**config.mk**
```make
export PLATFORM = sky130hd
export DESIGN_NAME = led_bar_meter_scan_limiter_unit
export DESIGN_NICKNAME = d
export VERILOG_FILES = /design/src/hw/rtl/lbm_pkg.sv /design/src/hw/rtl/led_bar_meter_scan_limiter_unit.sv /design/src/hw/rtl/lbm_pattern_mem.sv /design/src/hw/rtl/lbm_out_stage.sv
export SDC_FILE = /design/constraint.sdc
export NUM_CORES = 1
export LEC_CHECK = 0
export BUFFER_PORTS_ARGS = -buffer_cell sky130_fd_sc_hd__buf_2
export CORE_AREA = 4 4 143 145
export CTS_CLUSTER_DIAMETER = 120
export CTS_CLUSTER_SIZE = 8
export DETAILED_ROUTE_END_ITERATION = 10
export DIE_AREA = 0 0 147 149
export PLACE_DENSITY = 0.7
export SYNTH_ARGS = -nofsm -noshare
export SYNTH_HDL_FRONTEND = slang
export SYNTH_SLANG_ARGS = --single-unit
```
**constraint.sdc**
```tcl
create_clock -name clk -period 6.45 [get_ports clk]
set_clock_uncertainty 0.15 [all_clocks]
set_input_delay 1.935 -clock clk [delete_from_list [all_inputs] [get_ports clk]]
set_output_delay 1.935 -clock clk [all_outputs]
set_load 0.1 [all_outputs]
```
**src/hw/rtl/lbm_pkg.sv**
```systemverilog
// ----------------------------------------------------------------------------
// lbm_pkg
// Shared types, codes and helper functions for the LED bar meter scan limiter.
// ----------------------------------------------------------------------------
package lbm_pkg;

	localparam int MODULES_DEF = 8;
	localparam int BAR_LEDS    = 16;
	localparam int PHASE_W     = 4;
	localparam int LEVEL_W     = 5;
	localparam int LIMIT_W     = 5;
	localparam int SLAVE_W     = 3;
	localparam int ID_W        = 3;
	localparam int MODE_W      = 2;
	localparam int CFG_IDX_W   = 2;
	localparam int CFG_DATA_W  = 5;

	localparam logic [MODE_W-1:0] MODE_LEVEL   = 2'd0;
	localparam logic [MODE_W-1:0] MODE_PATTERN = 2'd1;
	localparam logic [MODE_W-1:0] MODE_SCAN    = 2'd2;

	localparam logic [CFG_IDX_W-1:0] CFG_ACTIVE_SLAVES = 2'd0;
	localparam logic [CFG_IDX_W-1:0] CFG_MAX_LIT       = 2'd1;

	typedef struct packed {
		logic            last;
		logic [ID_W-1:0] index;
	} lbm_s1_t;

	function automatic logic [BAR_LEDS-1:0] thermo_code(input logic [LEVEL_W-1:0] level);
		logic [BAR_LEDS-1:0] p;
		p = '0;
		for (int i = 0; i < BAR_LEDS; i++) begin
			if (LEVEL_W'(i) < level) p[i] = 1'b1;
		end
		return p;
	endfunction

	function automatic logic [BAR_LEDS-1:0] window_mask(
		input logic [BAR_LEDS-1:0] pat,
		input logic [PHASE_W-1:0]  phase,
		input logic [LIMIT_W-1:0]  max_lit
	);
		logic [BAR_LEDS-1:0] word;
		logic [PHASE_W-1:0]  pos;
		word = '0;
		for (int b = 0; b < BAR_LEDS; b++) begin
			pos = PHASE_W'(b) - phase;
			if (pat[b] && ({1'b0, pos} < max_lit)) word[b] = 1'b1;
		end
		return word;
	endfunction

endpackage

```
**src/hw/rtl/led_bar_meter_scan_limiter_unit.sv**
```systemverilog
// ----------------------------------------------------------------------------
// led_bar_meter_scan_limiter_unit
// Per-module LED bar pattern store with a scan that emits masked words,
// highest module first, through a rotating window of allowed LEDs.
// ----------------------------------------------------------------------------
//  channel  | direction | tdata / data                         | tuser / tlast
//  s_axis   | in        | [2:0] module_id [7:3] level [23:8] pattern | tuser mode
//  m_axis   | out       | [15:0] led_word [18:16] module_index | tlast last
//  cfg      | in        | cfg_index, cfg_data (register write)  | -
//
//  Level and pattern writes complete when accepted. After a scan tick is
//  accepted the input is held off while the pattern memory is read, one read
//  per module, so the next transaction is taken only once the last module has
//  been read; the single memory read port sets the pace. Each word passes the
//  registered memory read and then the output register. A stalled output stops
//  the reads and holds the pipeline without loss. Reset clears the store (valid
//  bits), the phase and loads the register defaults; no clearing pass is needed.
// ----------------------------------------------------------------------------
module led_bar_meter_scan_limiter_unit #(
	parameter int MODULES = lbm_pkg::MODULES_DEF
) (
	input  logic                            clk,
	input  logic                            arst_n,
	input  logic                            s_axis_tvalid,
	output logic                            s_axis_tready,
	input  logic [23:0]                     s_axis_tdata,  // module_id, level, pattern
	input  logic [lbm_pkg::MODE_W-1:0]      s_axis_tuser,  // mode
	output logic                            m_axis_tvalid,
	input  logic                            m_axis_tready,
	output logic [23:0]                     m_axis_tdata,  // led_word, module_index, zero fill
	output logic                            m_axis_tlast,
	input  logic                            cfg_valid,
	output logic                            cfg_ready,
	input  logic [lbm_pkg::CFG_IDX_W-1:0]   cfg_index,
	input  logic [lbm_pkg::CFG_DATA_W-1:0]  cfg_data
);
	import lbm_pkg::*;

	localparam int ADDR_W = (MODULES > 1) ? $clog2(MODULES) : 1;

	localparam logic ST_IDLE = 1'b0;
	localparam logic ST_SCAN = 1'b1;

	logic                state_q;
	logic [ADDR_W-1:0]   cnt_q;
	logic [PHASE_W-1:0]  phase_q;
	logic [SLAVE_W-1:0]  active_slaves_q;
	logic [LIMIT_W-1:0]  max_lit_q;
	logic                s1_valid_q;
	lbm_s1_t             s1_ctl_q;

	logic [ID_W-1:0]     in_id;
	logic [LEVEL_W-1:0]  in_level;
	logic [BAR_LEDS-1:0] in_pattern;
	logic                in_acc;
	logic                id_ok;
	logic                wr_en;
	logic [BAR_LEDS-1:0] wr_data;
	logic                rd_en;
	logic [BAR_LEDS-1:0] rd_data;
	logic                out_free;
	logic                s1_move;
	logic [BAR_LEDS-1:0] out_word;
	logic [ID_W-1:0]     out_index;

	assign in_id      = s_axis_tdata[2:0];
	assign in_level   = s_axis_tdata[7:3];
	assign in_pattern = s_axis_tdata[23:8];

	assign s_axis_tready = (state_q == ST_IDLE);
	assign in_acc        = s_axis_tvalid && s_axis_tready;
	assign cfg_ready     = 1'b1;

	assign id_ok = (in_id <= active_slaves_q) && (int'(in_id) < MODULES);

	always_comb begin
		wr_en   = 1'b0;
		wr_data = in_pattern;
		unique case (s_axis_tuser)
			MODE_LEVEL: begin
				wr_en   = in_acc && id_ok;
				wr_data = thermo_code(in_level);
			end
			MODE_PATTERN: begin
				wr_en = in_acc && id_ok;
			end
			default: begin
				wr_en = 1'b0;
			end
		endcase
	end

	assign s1_move = s1_valid_q && out_free;
	assign rd_en   = (state_q == ST_SCAN) && (!s1_valid_q || s1_move);

	always_ff @(posedge clk or negedge arst_n) begin
		if (!arst_n) begin
			active_slaves_q <= 3'd7;
			max_lit_q       <= 5'd16;
		end else if (cfg_valid && cfg_ready) begin
			unique case (cfg_index)
				CFG_ACTIVE_SLAVES: active_slaves_q <= cfg_data[SLAVE_W-1:0];
				CFG_MAX_LIT:       max_lit_q       <= cfg_data[LIMIT_W-1:0];
				default: ;
			endcase
		end
	end

	always_ff @(posedge clk or negedge arst_n) begin
		if (!arst_n) begin
			state_q    <= ST_IDLE;
			cnt_q      <= '0;
			s1_valid_q <= 1'b0;
			phase_q    <= '0;
		end else begin
			unique case (state_q)
				ST_IDLE: begin
					if (in_acc && (s_axis_tuser == MODE_SCAN)) begin
						state_q <= ST_SCAN;
						cnt_q   <= ADDR_W'(MODULES - 1);
					end
				end
				ST_SCAN: begin
					if (rd_en) begin
						cnt_q <= cnt_q - 1'b1;
						if (cnt_q == '0) state_q <= ST_IDLE;
					end
				end
				default: state_q <= ST_IDLE;
			endcase
			if (rd_en) begin
				s1_valid_q <= 1'b1;
			end else if (s1_move) begin
				s1_valid_q <= 1'b0;
			end
			if (s1_move && s1_ctl_q.last) phase_q <= phase_q + 1'b1;
		end
	end

	always_ff @(posedge clk) begin
		if (rd_en) begin
			s1_ctl_q.last  <= (cnt_q == '0);
			s1_ctl_q.index <= ID_W'(cnt_q);
		end
	end

	lbm_pattern_mem #(
		.MODULES (MODULES),
		.ADDR_W  (ADDR_W)
	) u_mem (
		.clk     (clk),
		.arst_n  (arst_n),
		.wr_en   (wr_en),
		.wr_addr (ADDR_W'(in_id)),
		.wr_data (wr_data),
		.rd_en   (rd_en),
		.rd_addr (cnt_q),
		.rd_data (rd_data)
	);

	lbm_out_stage u_out (
		.clk       (clk),
		.arst_n    (arst_n),
		.load      (s1_move),
		.pat       (rd_data),
		.ctl       (s1_ctl_q),
		.phase     (phase_q),
		.max_lit   (max_lit_q),
		.take      (m_axis_tready),
		.free      (out_free),
		.out_valid (m_axis_tvalid),
		.out_word  (out_word),
		.out_index (out_index),
		.out_last  (m_axis_tlast)
	);

	assign m_axis_tdata = {5'd0, out_index, out_word};

`ifndef SYNTH
	a_last_is_module0: assert property (@(posedge clk) disable iff (!arst_n)
		m_axis_tvalid && m_axis_tlast |-> m_axis_tdata[18:16] == 3'd0)
		else $error("last word not from module 0");

	a_scan_start: assert property (@(posedge clk) disable iff (!arst_n)
		in_acc && (s_axis_tuser == MODE_SCAN) |=>
		(state_q == ST_SCAN) && (cnt_q == ADDR_W'(MODULES - 1)))
		else $error("scan did not start at highest module");

	a_phase_step: assert property (@(posedge clk) disable iff (!arst_n)
		!$stable(phase_q) |-> $past(s1_move && s1_ctl_q.last))
		else $error("phase moved outside end of scan");

	a_s1_hold: assert property (@(posedge clk) disable iff (!arst_n)
		s1_valid_q && !out_free |=> s1_valid_q && $stable(s1_ctl_q))
		else $error("stalled read stage changed");
`endif

endmodule

```
**src/hw/rtl/lbm_pattern_mem.sv**
```systemverilog
// ----------------------------------------------------------------------------
// lbm_pattern_mem
// Bar pattern store: one write port, one registered read port, per-entry
// valid bits so that entries never written read as zero.
// ----------------------------------------------------------------------------
module lbm_pattern_mem #(
	parameter int MODULES = lbm_pkg::MODULES_DEF,
	parameter int ADDR_W  = 3
) (
	input  logic                          clk,
	input  logic                          arst_n,
	input  logic                          wr_en,
	input  logic [ADDR_W-1:0]             wr_addr,
	input  logic [lbm_pkg::BAR_LEDS-1:0]  wr_data,
	input  logic                          rd_en,
	input  logic [ADDR_W-1:0]             rd_addr,
	output logic [lbm_pkg::BAR_LEDS-1:0]  rd_data
);
	import lbm_pkg::*;

	logic [BAR_LEDS-1:0] mem [MODULES];
	logic [MODULES-1:0]  valid_q;
	logic [BAR_LEDS-1:0] rd_data_q;
	logic                rd_valid_q;

	always_ff @(posedge clk) begin
		if (wr_en) mem[wr_addr] <= wr_data;
		if (rd_en) rd_data_q <= mem[rd_addr];
	end

	always_ff @(posedge clk or negedge arst_n) begin
		if (!arst_n) begin
			valid_q    <= '0;
			rd_valid_q <= 1'b0;
		end else begin
			if (wr_en) valid_q[wr_addr] <= 1'b1;
			if (rd_en) rd_valid_q <= valid_q[rd_addr];
		end
	end

	assign rd_data = rd_valid_q ? rd_data_q : '0;

endmodule

```
**src/hw/rtl/lbm_out_stage.sv**
```systemverilog
// ----------------------------------------------------------------------------
// lbm_out_stage
// Applies the rotating window mask to a read pattern and holds the result
// in the output register until the downstream side takes it.
// ----------------------------------------------------------------------------
module lbm_out_stage (
	input  logic                          clk,
	input  logic                          arst_n,
	input  logic                          load,
	input  logic [lbm_pkg::BAR_LEDS-1:0]  pat,
	input  lbm_pkg::lbm_s1_t              ctl,
	input  logic [lbm_pkg::PHASE_W-1:0]   phase,
	input  logic [lbm_pkg::LIMIT_W-1:0]   max_lit,
	input  logic                          take,
	output logic                          free,
	output logic                          out_valid,
	output logic [lbm_pkg::BAR_LEDS-1:0]  out_word,
	output logic [lbm_pkg::ID_W-1:0]      out_index,
	output logic                          out_last
);
	import lbm_pkg::*;

	logic                out_valid_q;
	logic [BAR_LEDS-1:0] out_word_q;
	logic [ID_W-1:0]     out_index_q;
	logic                out_last_q;

	assign free = !out_valid_q || take;

	always_ff @(posedge clk or negedge arst_n) begin
		if (!arst_n) begin
			out_valid_q <= 1'b0;
		end else if (load) begin
			out_valid_q <= 1'b1;
		end else if (take) begin
			out_valid_q <= 1'b0;
		end
	end

	always_ff @(posedge clk) begin
		if (load) begin
			out_word_q  <= window_mask(pat, phase, max_lit);
			out_index_q <= ctl.index;
			out_last_q  <= ctl.last;
		end
	end

	assign out_valid = out_valid_q;
	assign out_word  = out_word_q;
	assign out_index = out_index_q;
	assign out_last  = out_last_q;

endmodule
```
After elaboration in Yosys (flattened, before gate mapping). Memory sizes are Yosys's and may differ from the RTL's. A register that Yosys moved wholly into a read port is not among the register bits. Cells that the tools add are included.

Flip-flop bits (word level): 51. RAM bits: 128. Word-level logic and storage cells: 164. Memories: 1.

Memory list: u_mem.mem (depth 8, width 16, rd ports 1, clocked after Yosys merged registers in 1, write ports 1, RTL line lbm_pattern_mem.sv:21) `logic [BAR_LEDS-1:0] mem [MODULES];`.

$add $sub $neg: 18. Order comparisons: 36. Equality and inequality tests: 5. Multiplexer cells: 52. Bitwise gates (word level): 2. Reductions and logical operators: 36.

Operators with widths (count): $lt 4x5->1 (16); $mux 1 (44); $lt 4x5->1 const A (8); $mux 16 (2); $sub 4x4->4 const A (8); $logic_and 1x1->1 (23); $lt 3x5->1 const A (4); $sub 3x4->4 const A (4); $lt 1x5->1 const A (2); $lt 2x5->1 const A (2); $lt 3x4->1 const B (2); $or 8x8->8 (1); $sub 1x4->4 const A (2); $sub 2x4->4 const A (2); $mux 3 (2); $pmux 3 s2 (1); $reduce_and 2->1 (3); $add 4x1->4 const B (1); $eq 2x1->1 const B (2); $logic_not 2->1 (2); $ne 2x1->1 const B (2); $reduce_bool 2->1 (2); $bmux 1 s3 (1); $demux 1 s3 (1); other kinds (10) (12).

Depth between registers and ports, before layout.
Depth in word-level cells: 7. Gate-level depth with buffers: 9. Depth with buffers taken out: 8.

Hierarchy. Synthesis repeated with hierarchy kept, for this count alone.

Cell total of the unflattened synthesis: 558. Area, all modules: 8937.3 um2.

By module, submodules not included: lbm_pattern_mem (instances 1, cells each 256, area an instance 5944.5 um2); lbm_out_stage (instances 1, cells each 166, area an instance 1684.1 um2); led_bar_meter_scan_limiter_unit (instances 1, cells each 136, area an instance 1308.8 um2).

Least setup slack after synthesis. Ideal clock, no wire load.

Path type: input to register. Start: input port s_axis_tdata[1]. End: memory u_mem.mem[2][0], enable pin. Setup time: 0.388 ns. Data arrival time: 3.504 ns. Setup slack: 2.408 ns. Stages: 5. Path buffers: 0. Cell sequence: ha_1 nor2b_1 o21ai_0 a31oi_1 nor2_1.

Longest elaborated chain between the ends: 5.

RTL lines: from (decl) (RTL line led_bar_meter_scan_limiter_unit.sv:26) `input logic [23:0] s_axis_tdata,`; $le 3x3->1 (RTL line led_bar_meter_scan_limiter_unit.sv:74) `assign id_ok = (in_id <= active_slaves_q) && (int'(in_id) < MODULES);`; $logic_and 1x1->1 (RTL line led_bar_meter_scan_limiter_unit.sv:81, led_bar_meter_scan_limiter_unit.sv:85); $mux 1; $mux 1 (RTL line lbm_pattern_mem.sv:27) `if (wr_en) mem[wr_addr] <= wr_data;`; $mux 1 (not written as such) (RTL line lbm_pattern_mem.sv:27); to (decl) (RTL line lbm_pattern_mem.sv:21).

Several ways; a longest one is shown, not always the timed one.

Worst setup path after layout.
Start: input port s_axis_tdata[1]. End: memory u_mem.mem[3][1], enable pin.

The elaborated chain is that of the path after synthesis.

==> results by group <==
Die
  – # IOs: 66
  – Core ar.: 0.0192 mm2
  – Die Y: 149 um
  – Initial core utilization: 45.2%
  – Die area: 0.0219 mm2
  – Site Rows: 51
  – Die W: 147 um

Critical path
  – Buf/Inv on CP: 2
  – Crit path kind: primary input to flop
  – Crit. End Element: flop
  – RR Endpoint: u_mem.mem[3][1]
  – Reg2reg start: active_slaves_q[1]
  – CP delay by family, top: compound AO/OA/AOI/OAI gates
  – Cell breakdown of the critical path: buf_2 -> ha_1 -> nor2b_1 -> o21ai_0 -> a31oi_1 -> nor2_1 -> buf_4
  – Worst path max stage delay: 0.30 ns
  – R2r worst-path depth: 7
  – Worst EP arrival: 3.48 ns
  – Worst reg-to-reg setup slack: 3.99 ns
  – Startpoint Class: primary input
  – Req. time, crit path: 6.41 ns
  – CP max stage cell: ha_1
  – CP max FO: 16

Finish
  – N_diodes: 0
  – Nets: 685
  – Share of cells above drive strength 1: 25.2%
  – Multi-input logic area: 0.00267 mm2
  – Fill count: 1534
  – Design area: 0.00976 mm2
  – Area Overhead vs Synth: 12.5%
  – Reg area: 0.00573 mm2

STA
  – Final Hold Viols: 0
  – Pins Over Slew Limit: 0
  – RSZ-0062 raised after global routing: false
  – Setup_tns: 0 ns
  – Worst-Margin Slew: 1.09 ns
  – Max Freq: 284 MHz
  – Rel. slew slack: 27.4%
  – Min Tclk post-route: 3.52 ns
  – Fin crit share: 54.5%
  – Final Setup Violations: 0

Clock network
  – Post-CTS setup buffer count: 0
  – Insertion delay to the later sink of the worst-skew pair: 0.43 ns
  – Worst-path clk slew: 0.07 ns
  – CTS root buffer: clkbuf_16
  – CTS Sinks: 195
  – TritonCTS clock tree: yes
  – Post-CTS Hold Buffers: 0
  – Gates resized, CTS repair: 0
  – Max Buffers Root-to-Sink: 2
  – Cts bufs inserted: 17
  – H-tree levels: 4

Place
  – Placed Area: 0.00921 mm2
  – RD Place Congestion: 0.856
  – Detail Placement HPWL: 11.6 mm
  – Port Buffers: 59

Yosys
  – Yosys Warn Count: 0
  – Synth cell types: 39
  – Most used flip-flop cell after synthesis: edfxtp_1
  – #FFs+latches synth: 195
  – Synth top area share: 58.1%
  – Seq/Total Area, Yosys: 65.9%
  – Top-count cell post-synth: edfxtp_1
  – Synth Instances: 545
  – Avg Synthesized Cell Area: 15.9 um2
  – Ranking of synthesized cells by area: edfxtp_1, mux4_2, dfrtp_1, ha_1, mux2_2
  – Synthesized area: 0.00868 mm2
  – Synth cell count leaders: edfxtp_1, ha_1, nor2_1
  – Asr flop ratio synth: 13.8%
  – Yosys top cell by area: edfxtp_1
  – Post-synth EDFFs: 168

GRT
  – Vias in the first global route: 4940
  – Initial antenna violation count: 0
  – GRT Util Overall: 16.2%
  – GRT Residual Overflow: 0
  – Largest net degree at the start of global routing: 39
  – First-pass GRT wire length: 27.1 mm

Pwr
  – Clock share of power: 21.9%
  – Leak: 3.68 nW
  – Overall power: 4.59 mW
  – Sw Pwr: 1.78 mW
  – Internal: 2.81 mW
  – Power Density: 470 mW/mm2
  – Flop pwr share: 40.0%
  – Comb pwr share: 38.1%
  – Worst vdd ir: 0.191 mV
  – Sw frac: 38.7%

Route
  – 1st-iter DRT viols: 283
  – Detailed-route via count: 4699
  – Drt wl/cell: 19.0 um
  – Detailed-route vias per instance: 5.32
  – DRC Markers: 0
  – Antenna viol nets, final: 0
  – Router iterations before antenna repair: 4
  – DRT Wirelength: 16.8 mm

Hold path
  – Hold endpoint: u_out.out_index[0]
  – Worst Hold Launch: s1_ctl_q[0]
  – HP Class: flop to flop
  – Hold depth: 0

Status
  – Outcome: complete, no violations

Job
  – Maximum capacitance violations: 0
metrics by stage:
| stage | util [%] | hold slack [ns] | std cells | setup WS, ns |
|---|---|---|---|---|
| after global routing | 50.8 | 0.290 | 883 | 2.77 |
| after CTS | 50.8 | 0.275 | 883 | 2.94 |
| final | 50.8 | 0.269 | 883 | 2.93 |
| after global placement | 47.9 | 0.256 | 852 | 2.58 |
| after floorplan | - | 0.250 | 549 | 2.41 |
| after detailed placement | 47.9 | 0.265 | 852 | 2.52 |
layout make-up:
| type | instances | share of cell area (%) |
|---|---|---|
| Clock buffer | 20 | 4.47 |
| Clock inverter | 11 | 1.23 |
| Sequential cell | 195 | 58.7 |
| Timing Repair Buffer | 69 | 3.79 |
| Tap cell | 265 | 3.40 |
| Multi-Input combinational cell | 294 | 27.3 |
| Inverter | 29 | 1.11 |
state kept, by name, indices dropped and copies added (netlist names), 4 cells and up:
name             count
max_lit_q            5
u_mem.valid_q        8
u_mem.rd_data_q     16
u_out.out_word      16
s1_ctl_q             4
phase_q              4
u_mem.mem          128
power by group through the flow:
stage,Combinational [mW],Sequential (mW),Clock [mW]
4_1_cts,1.76,1.84,1.02
3_5_place_dp,1.75,1.87,0
6_report,1.75,1.84,1.00
5_1_grt,1.90,1.87,1.08
2_1_floorplan,1.06,2.22,0
3_3_place_gp,1.71,1.86,0
worst max-delay path by stage:
| stage | depth (start not counted) | endpoint | startpoint |
|---|---|---|---|
| after floorplan | 5 | u_mem.mem[2][0] | s_axis_tdata[1] |
| after global placement | 7 | u_mem.mem[1][11] | s_axis_tdata[1] |
| after detailed placement | 7 | u_mem.mem[5][10] | s_axis_tdata[1] |
| after CTS | 2 | s_axis_tready | state_q |
| after global routing | 7 | u_mem.mem[3][1] | s_axis_tdata[1] |
| final | 7 | u_mem.mem[3][1] | s_axis_tdata[1] |
routing by layer:
metal / track usage, % / part of all wire [%]
met4: 4.15 / 1.1
met5: 0 / 0
met2: 26.5 / 48
met1: 21.8 / 45
met3: 4.44 / 5.8
kinds of logic (layout without fill, tap and decap cells):
group                    count (synthesis)  count (layout)  synth area share, %
XOR/XNOR                                12              12                 1.21
other                                    2               6               0.0865
flip-flops                             195             195                 65.9
AND/OR/NAND/NOR                         90              90                 4.74
AO/OA/AOI/OAI                           87              87                 6.38
buffers and inverters                   60             129                 3.50
adder cells (fa/ha/maj)                 41              41                 5.91
multiplexers                            58              58                 12.2
cells in the final DEF, fill, tap and decap left out, types with 3 or more instances in the layout:
cell / instances
edfxtp_1: 168
buf_2: 59
ha_1: 41
nor2_1: 33
inv_1: 29
mux4_2: 27
nand2_1: 26
a31oi_1: 23
mux2_2: 23
a21o_1: 22
dfrtp_1: 21
a21oi_1: 19
clkbuf_16: 17
o21ai_0: 10
o21bai_1: 10
buf_4: 10
xnor2_1: 8
mux4_1: 7
nand3_1: 6
nand2b_1: 6
conb_1: 6
nor3_1: 5
xor2_1: 4
dfstp_2: 4
clkinvlp_4: 4
nor2b_1: 3
inv_8: 3
clkbuf_1: 3
Power figures use the tool's default switching activity.
